**src/design/linear_probe_hash_table_top_defines.svh**
```systemverilog
// assertion macros for the linear probe hash table
`ifndef LINEAR_PROBE_HASH_TABLE_TOP_DEFINES_SVH
`define LINEAR_PROBE_HASH_TABLE_TOP_DEFINES_SVH
`ifndef ASSERT_OFF
// same-cycle implication
`define LPHT_ASSERT_IMPLY(label, clk, rst_n, ante, cons) \
    label: assert property (@(posedge clk) disable iff (!rst_n) (ante) |-> (cons)) \
        else $error("assertion failed");
// next-cycle implication
`define LPHT_ASSERT_NEXT(label, clk, rst_n, ante, cons) \
    label: assert property (@(posedge clk) disable iff (!rst_n) (ante) |=> (cons)) \
        else $error("assertion failed");
`else
`define LPHT_ASSERT_IMPLY(label, clk, rst_n, ante, cons)
`define LPHT_ASSERT_NEXT(label, clk, rst_n, ante, cons)
`endif
`endif

```
**src/design/lpht_pkg.sv**
```systemverilog
// types, constants and hash function for the linear probe hash table
`default_nettype none
package lpht_pkg;

    localparam int SLOTS       = 31;
    localparam int SLOT_W      = 5;
    localparam int KEY_W       = 31;
    localparam int PAY_W       = 32;
    localparam int STATUS_W    = 3;
    localparam int QUEUE_DEPTH = 2;

    // home slot folds 5-bit digits, valid because SLOTS is 2**SLOT_W - 1
    localparam int DIGITS     = (KEY_W + SLOT_W - 1) / SLOT_W;
    localparam int HASH_EXT_W = DIGITS * SLOT_W;
    localparam int SUM_W      = SLOT_W + $clog2(DIGITS + 1);

    // result codes
    localparam logic [STATUS_W-1:0] ST_INSERTED  = 3'd0;
    localparam logic [STATUS_W-1:0] ST_FOUND     = 3'd1;
    localparam logic [STATUS_W-1:0] ST_NOT_FOUND = 3'd2;
    localparam logic [STATUS_W-1:0] ST_FULL      = 3'd3;
    localparam logic [STATUS_W-1:0] ST_BAD_KEY   = 3'd4;

    // operation codes
    localparam logic KIND_INSERT = 1'b0;
    localparam logic KIND_LOOKUP = 1'b1;

    typedef struct packed {
        logic             kind;
        logic [KEY_W-1:0] key;
        logic [PAY_W-1:0] payload;
    } t_in;

    typedef struct packed {
        logic [STATUS_W-1:0] status;
        logic [SLOT_W-1:0]   slot;
        logic [PAY_W-1:0]    found_payload;
    } t_out;

    // classified job passed from front to back
    typedef struct packed {
        logic              kind;
        logic [KEY_W-1:0]  key;
        logic [PAY_W-1:0]  payload;
        logic [SLOT_W-1:0] home;
        logic              bad;
    } t_job;

    // key mod SLOTS: sum of base-32 digits, then one fold and one subtract
    function automatic logic [SLOT_W-1:0] home_slot(input logic [KEY_W-1:0] key);
        logic [HASH_EXT_W-1:0] ext;
        logic [SUM_W-1:0]      sum;
        logic [SLOT_W:0]       fold;
        ext = HASH_EXT_W'(key);
        sum = '0;
        for (int d = 0; d < DIGITS; d++) begin
            sum = sum + SUM_W'(ext[d*SLOT_W +: SLOT_W]);
        end
        fold = (SLOT_W+1)'(sum[SUM_W-1:SLOT_W]) + (SLOT_W+1)'(sum[SLOT_W-1:0]);
        if (fold >= (SLOT_W+1)'(SLOTS)) begin
            fold = fold - (SLOT_W+1)'(SLOTS);
        end
        return fold[SLOT_W-1:0];
    endfunction

endpackage
`default_nettype wire

```
**src/design/lpht_front.sv**
```systemverilog
// front stage: accepts items, rejects key zero, computes the home slot
`default_nettype none
module lpht_front (
    input  wire              i_clk,
    input  wire              i_rst_n,
    input  wire              i_valid,
    output logic             o_stall,
    input  lpht_pkg::t_in    i_item,
    output logic             o_valid,
    input  wire              i_stall,
    output lpht_pkg::t_job   o_job
);
    import lpht_pkg::*;

    logic r_valid;
    t_job r_job;
    t_job n_job;
    logic accept;

    assign o_stall = r_valid && i_stall;
    assign accept  = i_valid && !o_stall;
    assign o_valid = r_valid;
    assign o_job   = r_job;

    // classify the incoming item
    always_comb begin
        n_job.kind    = i_item.kind;
        n_job.key     = i_item.key;
        n_job.payload = i_item.payload;
        n_job.home    = home_slot(i_item.key);
        n_job.bad     = (i_item.key == '0);
    end

    // stage valid
    always_ff @(posedge i_clk) begin
        if (!i_rst_n) begin
            r_valid <= 1'b0;
        end else if (accept) begin
            r_valid <= 1'b1;
        end else if (!i_stall) begin
            r_valid <= 1'b0;
        end
    end

    // stage payload
    always_ff @(posedge i_clk) begin
        if (accept) begin
            r_job <= n_job;
        end
    end

endmodule
`default_nettype wire

```
**src/design/lpht_queue.sv**
```systemverilog
// two-entry job queue between front and back
`default_nettype none
module lpht_queue (
    input  wire              i_clk,
    input  wire              i_rst_n,
    input  wire              i_valid,
    output logic             o_stall,
    input  lpht_pkg::t_job   i_job,
    output logic             o_valid,
    input  wire              i_stall,
    output lpht_pkg::t_job   o_job
);
    import lpht_pkg::*;

    localparam int PTR_W = $clog2(QUEUE_DEPTH);
    localparam int CNT_W = $clog2(QUEUE_DEPTH + 1);

    t_job             r_mem [QUEUE_DEPTH];
    logic [PTR_W-1:0] r_wr_ptr;
    logic [PTR_W-1:0] r_rd_ptr;
    logic [CNT_W-1:0] r_count;
    logic             push;
    logic             pop;

    assign o_stall = (r_count == CNT_W'(QUEUE_DEPTH));
    assign o_valid = (r_count != '0);
    assign o_job   = r_mem[r_rd_ptr];
    assign push    = i_valid && !o_stall;
    assign pop     = o_valid && !i_stall;

    // pointers and fill count
    always_ff @(posedge i_clk) begin
        if (!i_rst_n) begin
            r_wr_ptr <= '0;
            r_rd_ptr <= '0;
            r_count  <= '0;
        end else begin
            if (push) begin
                r_wr_ptr <= (r_wr_ptr == PTR_W'(QUEUE_DEPTH - 1)) ? '0 : r_wr_ptr + PTR_W'(1);
            end
            if (pop) begin
                r_rd_ptr <= (r_rd_ptr == PTR_W'(QUEUE_DEPTH - 1)) ? '0 : r_rd_ptr + PTR_W'(1);
            end
            if (push && !pop) begin
                r_count <= r_count + CNT_W'(1);
            end else if (pop && !push) begin
                r_count <= r_count - CNT_W'(1);
            end
        end
    end

    // entry storage
    always_ff @(posedge i_clk) begin
        if (push) begin
            r_mem[r_wr_ptr] <= i_job;
        end
    end

endmodule
`default_nettype wire

```
**src/design/lpht_back.sv**
```systemverilog
// back end: probe sequencer over the slot stores, plus the result register
`default_nettype none
module lpht_back (
    input  wire              i_clk,
    input  wire              i_rst_n,
    input  wire              i_valid,
    output logic             o_stall,
    input  lpht_pkg::t_job   i_job,
    output logic             o_valid,
    input  wire              i_stall,
    output lpht_pkg::t_out   o_res
);
    import lpht_pkg::*;

    localparam logic [1:0] S_IDLE  = 2'd0;
    localparam logic [1:0] S_READ  = 2'd1;
    localparam logic [1:0] S_CHECK = 2'd2;
    localparam logic [1:0] S_DONE  = 2'd3;

    logic [1:0]        r_state, n_state;
    t_job              r_job;
    logic [SLOT_W-1:0] r_pos, n_pos;
    logic [SLOT_W-1:0] r_cnt, n_cnt;
    t_out              r_res, n_res;
    logic [SLOTS-1:0]  r_used;
    logic [KEY_W-1:0]  r_rd_key;
    logic [PAY_W-1:0]  r_rd_pay;
    logic              r_out_valid;
    t_out              r_out;

    logic [KEY_W-1:0]  r_key_mem [SLOTS];
    logic [PAY_W-1:0]  r_pay_mem [SLOTS];

    logic take;
    logic wr_en;
    logic out_load;
    logic empty;
    logic last;

    assign o_stall  = (r_state != S_IDLE);
    assign take     = i_valid && (r_state == S_IDLE);
    assign out_load = (r_state == S_DONE) && (!r_out_valid || !i_stall);
    assign empty    = !r_used[r_pos];
    assign last     = (r_cnt == SLOT_W'(SLOTS - 1));
    assign o_valid  = r_out_valid;
    assign o_res    = r_out;

    // probe sequencer
    always_comb begin
        n_state = r_state;
        n_pos   = r_pos;
        n_cnt   = r_cnt;
        n_res   = r_res;
        wr_en   = 1'b0;
        case (r_state)
            S_IDLE: begin
                if (i_valid) begin
                    n_pos = i_job.home;
                    n_cnt = '0;
                    if (i_job.bad) begin
                        n_res   = '{status: ST_BAD_KEY, slot: '0, found_payload: '0};
                        n_state = S_DONE;
                    end else begin
                        n_state = S_READ;
                    end
                end
            end
            S_READ: begin
                n_state = S_CHECK;
            end
            S_CHECK: begin
                if (r_job.kind == KIND_INSERT && empty) begin
                    wr_en   = 1'b1;
                    n_res   = '{status: ST_INSERTED, slot: r_pos, found_payload: '0};
                    n_state = S_DONE;
                end else if (r_job.kind == KIND_LOOKUP && empty) begin
                    n_res   = '{status: ST_NOT_FOUND, slot: '0, found_payload: '0};
                    n_state = S_DONE;
                end else if (r_job.kind == KIND_LOOKUP && r_rd_key == r_job.key) begin
                    n_res   = '{status: ST_FOUND, slot: r_pos, found_payload: r_rd_pay};
                    n_state = S_DONE;
                end else if (last) begin
                    n_res.status        = (r_job.kind == KIND_INSERT) ? ST_FULL : ST_NOT_FOUND;
                    n_res.slot          = '0;
                    n_res.found_payload = '0;
                    n_state             = S_DONE;
                end else begin
                    n_pos   = (r_pos == SLOT_W'(SLOTS - 1)) ? '0 : r_pos + SLOT_W'(1);
                    n_cnt   = r_cnt + SLOT_W'(1);
                    n_state = S_READ;
                end
            end
            S_DONE: begin
                if (out_load) begin
                    n_state = S_IDLE;
                end
            end
            default: begin
                n_state = S_IDLE;
            end
        endcase
    end

    // control state and occupancy bits
    always_ff @(posedge i_clk) begin
        if (!i_rst_n) begin
            r_state <= S_IDLE;
            r_used  <= '0;
        end else begin
            r_state <= n_state;
            if (wr_en) begin
                r_used[r_pos] <= 1'b1;
            end
        end
    end

    // job and probe datapath registers
    always_ff @(posedge i_clk) begin
        if (take) begin
            r_job <= i_job;
        end
        r_pos <= n_pos;
        r_cnt <= n_cnt;
        r_res <= n_res;
    end

    // slot stores with registered read
    always_ff @(posedge i_clk) begin
        if (wr_en) begin
            r_key_mem[r_pos] <= r_job.key;
            r_pay_mem[r_pos] <= r_job.payload;
        end
        r_rd_key <= r_key_mem[r_pos];
        r_rd_pay <= r_pay_mem[r_pos];
    end

    // result register
    always_ff @(posedge i_clk) begin
        if (!i_rst_n) begin
            r_out_valid <= 1'b0;
        end else if (out_load) begin
            r_out_valid <= 1'b1;
        end else if (!i_stall) begin
            r_out_valid <= 1'b0;
        end
    end

    always_ff @(posedge i_clk) begin
        if (out_load) begin
            r_out <= r_res;
        end
    end

endmodule
`default_nettype wire

```
**src/design/linear_probe_hash_table_top.sv**
```systemverilog
// top level of the linear probe hash table
`default_nettype none
`include "linear_probe_hash_table_top_defines.svh"
// Open-addressed hash table of 31 slots with linear probing. Each item is an
// insert or a lookup; each gives exactly one result. A front stage registers
// the item, rejects key zero and folds the key into its home slot (key mod 31);
// a two-entry queue feeds the probe engine, so new items are taken while the
// engine works. The engine handles one item at a time: it picks up a job, then
// for each probe does a registered read of the key store and then a compare,
// and then hands the result to the output register; an invalid key skips the
// probes, and a full table is probed in every slot. Slot occupancy is held in
// flip-flops cleared by reset, so the table is usable directly after reset
// with no clearing pass.
module linear_probe_hash_table_top (
    input  wire              i_clk,
    input  wire              i_rst_n,
    input  wire              i_valid,
    output logic             o_stall,
    input  lpht_pkg::t_in    i_item,
    output logic             o_valid,
    input  wire              i_stall,
    output lpht_pkg::t_out   o_res
);
    import lpht_pkg::*;

    logic f_valid;
    logic f_stall;
    t_job f_job;
    logic q_valid;
    logic q_stall;
    t_job q_job;
    logic is_found;
    logic pay_zero;
    logic slotless;

    // classify
    lpht_front u_front (
        .i_clk   (i_clk),
        .i_rst_n (i_rst_n),
        .i_valid (i_valid),
        .o_stall (o_stall),
        .i_item  (i_item),
        .o_valid (f_valid),
        .i_stall (f_stall),
        .o_job   (f_job)
    );

    // decouple
    lpht_queue u_queue (
        .i_clk   (i_clk),
        .i_rst_n (i_rst_n),
        .i_valid (f_valid),
        .o_stall (f_stall),
        .i_job   (f_job),
        .o_valid (q_valid),
        .i_stall (q_stall),
        .o_job   (q_job)
    );

    // probe and respond
    lpht_back u_back (
        .i_clk   (i_clk),
        .i_rst_n (i_rst_n),
        .i_valid (q_valid),
        .o_stall (q_stall),
        .i_job   (q_job),
        .o_valid (o_valid),
        .i_stall (i_stall),
        .o_res   (o_res)
    );

    // result classes seen by the checks below
    assign is_found = (o_res.status == ST_FOUND);
    assign pay_zero = (o_res.found_payload == '0);
    assign slotless = (o_res.status == ST_NOT_FOUND) || (o_res.status == ST_FULL) ||
                      (o_res.status == ST_BAD_KEY);

    // payload only comes back with a found lookup
    `LPHT_ASSERT_IMPLY(a_pay_zero, i_clk, i_rst_n, o_valid && !is_found, pay_zero)
    // no slot reported when nothing was written or matched
    `LPHT_ASSERT_IMPLY(a_slot_zero, i_clk, i_rst_n, o_valid && slotless, o_res.slot == '0)
    // a job blocked by a full queue is not dropped
    `LPHT_ASSERT_NEXT(a_front_hold, i_clk, i_rst_n, f_valid && f_stall, f_valid)

endmodule
`default_nettype wire
```
**config.mk**
```make
export PLATFORM = sky130hd
export DESIGN_NAME = linear_probe_hash_table_top
export DESIGN_NICKNAME = d
export VERILOG_FILES = /design/src/design/lpht_pkg.sv /design/src/design/lpht_front.sv /design/src/design/lpht_queue.sv /design/src/design/lpht_back.sv /design/src/design/linear_probe_hash_table_top.sv
export VERILOG_INCLUDE_DIRS = /design/src /design/src/design
export SDC_FILE = /design/constraint.sdc
export NUM_CORES = 2
export LEC_CHECK = 0
export CELL_PAD_IN_SITES_DETAIL_PLACEMENT = 1
export CELL_PAD_IN_SITES_GLOBAL_PLACEMENT = 1
export CORE_MARGIN = 2
export CORE_UTILIZATION = 35
export CTS_CLUSTER_SIZE = 30
export DETAILED_ROUTE_END_ITERATION = 10
export DONT_BUFFER_PORTS = 1
export PLACE_DENSITY = 0.56
export SLEW_MARGIN = 10
export SYNTH_ARGS = -nofsm -noshare
export SYNTH_HDL_FRONTEND = slang
export SYNTH_HIERARCHICAL = 1
export SYNTH_SLANG_ARGS = --single-unit
```
**constraint.sdc**
```tcl
create_clock -name i_clk -period 13 [get_ports i_clk]
set_clock_uncertainty 0.2 [all_clocks]
set_input_delay 1.3 -clock i_clk [delete_from_list [all_inputs] [get_ports i_clk]]
set_output_delay 1.3 -clock i_clk [all_outputs]
set_load 0.05 [all_outputs]
```
==> impl_metrics.tcl <==
set metrics [dict create \
    cts_resized 0 \
    synth_area_leaders "edfxtp_1 77%, mux4_2 10%, dfxtp_1 2.3%, a22oi_1 1.9%, mux2i_1 1.6%" \
    crit_arrival_ns 6.44 \
    cts.sinks 2420 \
    synth_xor_area_share_pct 0.427 \
    die_area_sq_mm 0.261 \
    avgRoutedWirePerCell_microns 32.0 \
    postCtsHoldBufs 0 \
    overflow 0 \
    final_max_slew_viol_count 0 \
    final_common_cell "edfxtp_1" \
    start_kind "flop" \
    grt_max_degree 120 \
    drt-total-wl_microns 253000 \
    fin_crit_ns 6.12 \
    syn_avg_cell_area_sq_um 21.8 \
    path_class "reg -> reg" \
    r2r_cells 9 \
    cts_setup_buffers 0 \
    synth_seq_cells 2420 \
    yosysTopAreaCell "edfxtp_1" \
    fin_util_pct 40.3 \
    synth-edff-count 2317 \
    cap_violations 0 \
    vias_per_cell 5.43 \
    synth_top_family_by_area "multiplexers" \
    die_w_microns 511 \
    clock_path_buffers 4 \
    die_h_microns 511 \
    grt.met2_usage_pct 31.5 \
    rsz0062_at_grt "false" \
    antenna_found_initial 8 \
    yosysUniqueCellTypes 65 \
    first_global_vias 45500 \
    dp_hpwl_microns 136000 \
    htreeDepth 5 \
    ys.flop_type "edfxtp_1" \
    synth_fa_ha_area_share_pct 0.699 \
    design.portCount 110 \
    outcome "finished clean" \
    hold_end "u_back/o_res[8]" \
    synth_top_area_share_pct 77.4 \
    place_ws_ns 6.72 \
    r2r-end "u_back/r_pay_mem[17][29]" \
    grtUsageMet1_pct 26.8 \
    rrSetupSlack_ns 6.88 \
    dr.pass1.iters 5 \
    clk_latency_ns 0.94 \
    yosys.area_share.simple_pct 1.85 \
    hold_viol_final 0 \
    cts_buffers 283 \
    grt_usage_pct 19.3 \
    finalCritPeriodShare_pct 47.1 \
    netlist_instances 4119 \
    yosysWarnings 6 \
    slew_headroom_pct 19.6 \
    grt.busiest_layer "met2" \
    drc 0 \
    layout.nets 4436 \
    synth.area.mux_share_pct 12.8 \
    ctsRootBufferMaster "clkbuf_16" \
    mostFrequentLayoutCells "2317 x edfxtp_1, 410 x mux4_2, 288 x clkbuf_16" \
    rows 186 \
    postRouteAntennaNets 0 \
    ir_drop_mv 0.158 \
    tightestPinTransition_ns 1.21 \
    syn_to_final_growth_pct 14.7 \
    p_per_area_mw_per_mm2 221 \
    cts_tree "yes" \
    async_flop_share_pct 0 \
    gp_congestion 0.766 \
    clk_pin_slew_worst_paths_ns 0.06 \
    synthesis.area_sq_mm 0.0899 \
    worstReg2RegStart "u_back/r_pos[1]" \
    finalWorstSetupSlack_ns 6.88 \
    initial_utilization_pct 35.1 \
    synth_fp_nets 4224 \
    drt_iter0_drc 4358 \
    fmax_ghz 0.163 \
    core_area_sq_mm 0.256 \
    crit_path_max_fanout 119 \
    portBuffers 0 \
    grt_use_met3_pct 3.25 \
    grt_pass1_wl_microns 357000 \
    critPathCaptureType "flop" \
    drive_gt1_share_pct 23.5 \
    setup_viol 0 \
    hold_path_depth 0 \
    min_path_type "reg -> reg" \
    p_leak_nw 32.4 \
    min-delay-start "u_back/r_res[8]" \
    synth_compound_area_share_pct 3.32 \
    fin_tns_setup_ns 0 \
    required_ns 13.32 \
    vias 43000 \
    seq_area_frac_synth_pct 79.7 \
]
synthesized netlist by cell type (3+ instances only):
cell type and n:
nand4_1 58, nor3b_2 5, nor2_1 43, o211ai_1 13
a2111oi_0 9, dfxtp_1 103, a22oi_1 224, mux2_2 73
nor2b_1 5, buf_6 3, clkbuf_1 84, ha_1 15
nor3_1 29, buf_1 15, mux4_2 410, nor4_1 10
buf_2 106, inv_1 44, xnor2_1 35, a21oi_1 10
o22ai_1 36, a311oi_1 6, mux2i_1 143, nand2b_1 3
and2_1 42, a21o_1 5, o31ai_1 4, nand2_1 87
fa_1 22, edfxtp_1 2317, xor2_1 7, o21a_1 29
and3_1 8, nand3_1 8, o21ai_0 68
power breakdown:
part	switching (W)	internal (W)	leakage, nW
sequential	0.000676	0.00970	21.8
clock	0.00307	0.00437	4.21
combinational	0.00307	0.00191	6.36
routing by layer:
| layer | routed length, microns | part of all wire, % |
|---|---|---|
| met1 | 111000 | 44 |
| met3 | 12800 | 5.1 |
| met5 | 12 | 0.0047 |
| met4 | 5860 | 2.3 |
| met2 | 123000 | 49 |
worst max path at each step:
stage / from / to
after floorplan: u_back/r_pos[1] / u_back/r_key_mem[13][0]
after global placement: i_item[49] / u_front/o_job[2]
after detailed placement: i_item[49] / u_front/o_job[2]
after CTS: u_back/r_pos[1] / u_back/r_key_mem[17][25]
after global routing: u_back/r_pos[1] / u_back/r_key_mem[17][25]
final: u_back/r_pos[1] / u_back/r_pay_mem[17][29]
area by class of cell:
| type | instances | area [sq um] |
|---|---|---|
| clock inverter | 119 | 912 |
| clock buffer | 370 | 7650 |
| tap | 3384 | 4230 |
| antenna | 1 | 2.50 |
| fill | 23900 | 153000 |
| timing repair buffer | 135 | 1070 |
| inverter | 44 | 165 |
| multi-input combinational | 1447 | 17500 |
| sequential | 2420 | 71600 |
cell families (layout without fill, tap and decap cells):
| family | after synthesis | in the layout |
|---|---|---|
| flops | 2420 | 2420 |
| mux | 628 | 628 |
| compound gates | 424 | 424 |
| simple gates | 315 | 315 |
| buf+inv | 252 | 668 |
| xor+xnor | 43 | 43 |
| fa+ha+maj | 37 | 37 |
| other cells | 0 | 1 |
registers in the layout, summed over array words and instances, names as in the netlist, 2 cells and up, named ones only:
| name | flops |
|---|---|
| u_back/r_rd_pay | 32 |
| u_queue/r_mem | 140 |
| u_back/r_pos | 5 |
| u_back/r_used | 31 |
| u_back/r_rd_key | 31 |
| u_back/r_pay_mem | 992 |
| u_back/r_state | 2 |
| u_back/r_cnt | 5 |
| u_back/r_job | 64 |
| u_back/r_res | 40 |
| u_queue/r_count | 2 |
| u_back/r_key_mem | 961 |
| u_front/o_job | 70 |
| u_back/o_res | 40 |
per-stage QoR:
step	cells	power, W	cell area [sq um]	hold slack [ns]
final	7920	0.0228	103000	0.218
after global routing	7920	0.0237	103000	0.194
after CTS	7918	0.0231	103000	0.173
after detailed placement	7429	0.0156	94600	0.206
after global placement	7429	0.0156	94500	0.202
after floorplan	4119	0.0135	89900	0.200
worst max-delay path: stages, from the launching register on:
cell and delay [ns]:
edfxtp_1 0.80, buf_12 0.58, buf_12 0.63, mux2_2 0.41, a211oi_1 0.42, o21ai_2 0.29, or2_1 0.48, nor2_4 0.62
buf_4 0.52, buf_4 0.61
Power figures use the tool's default switching activity.
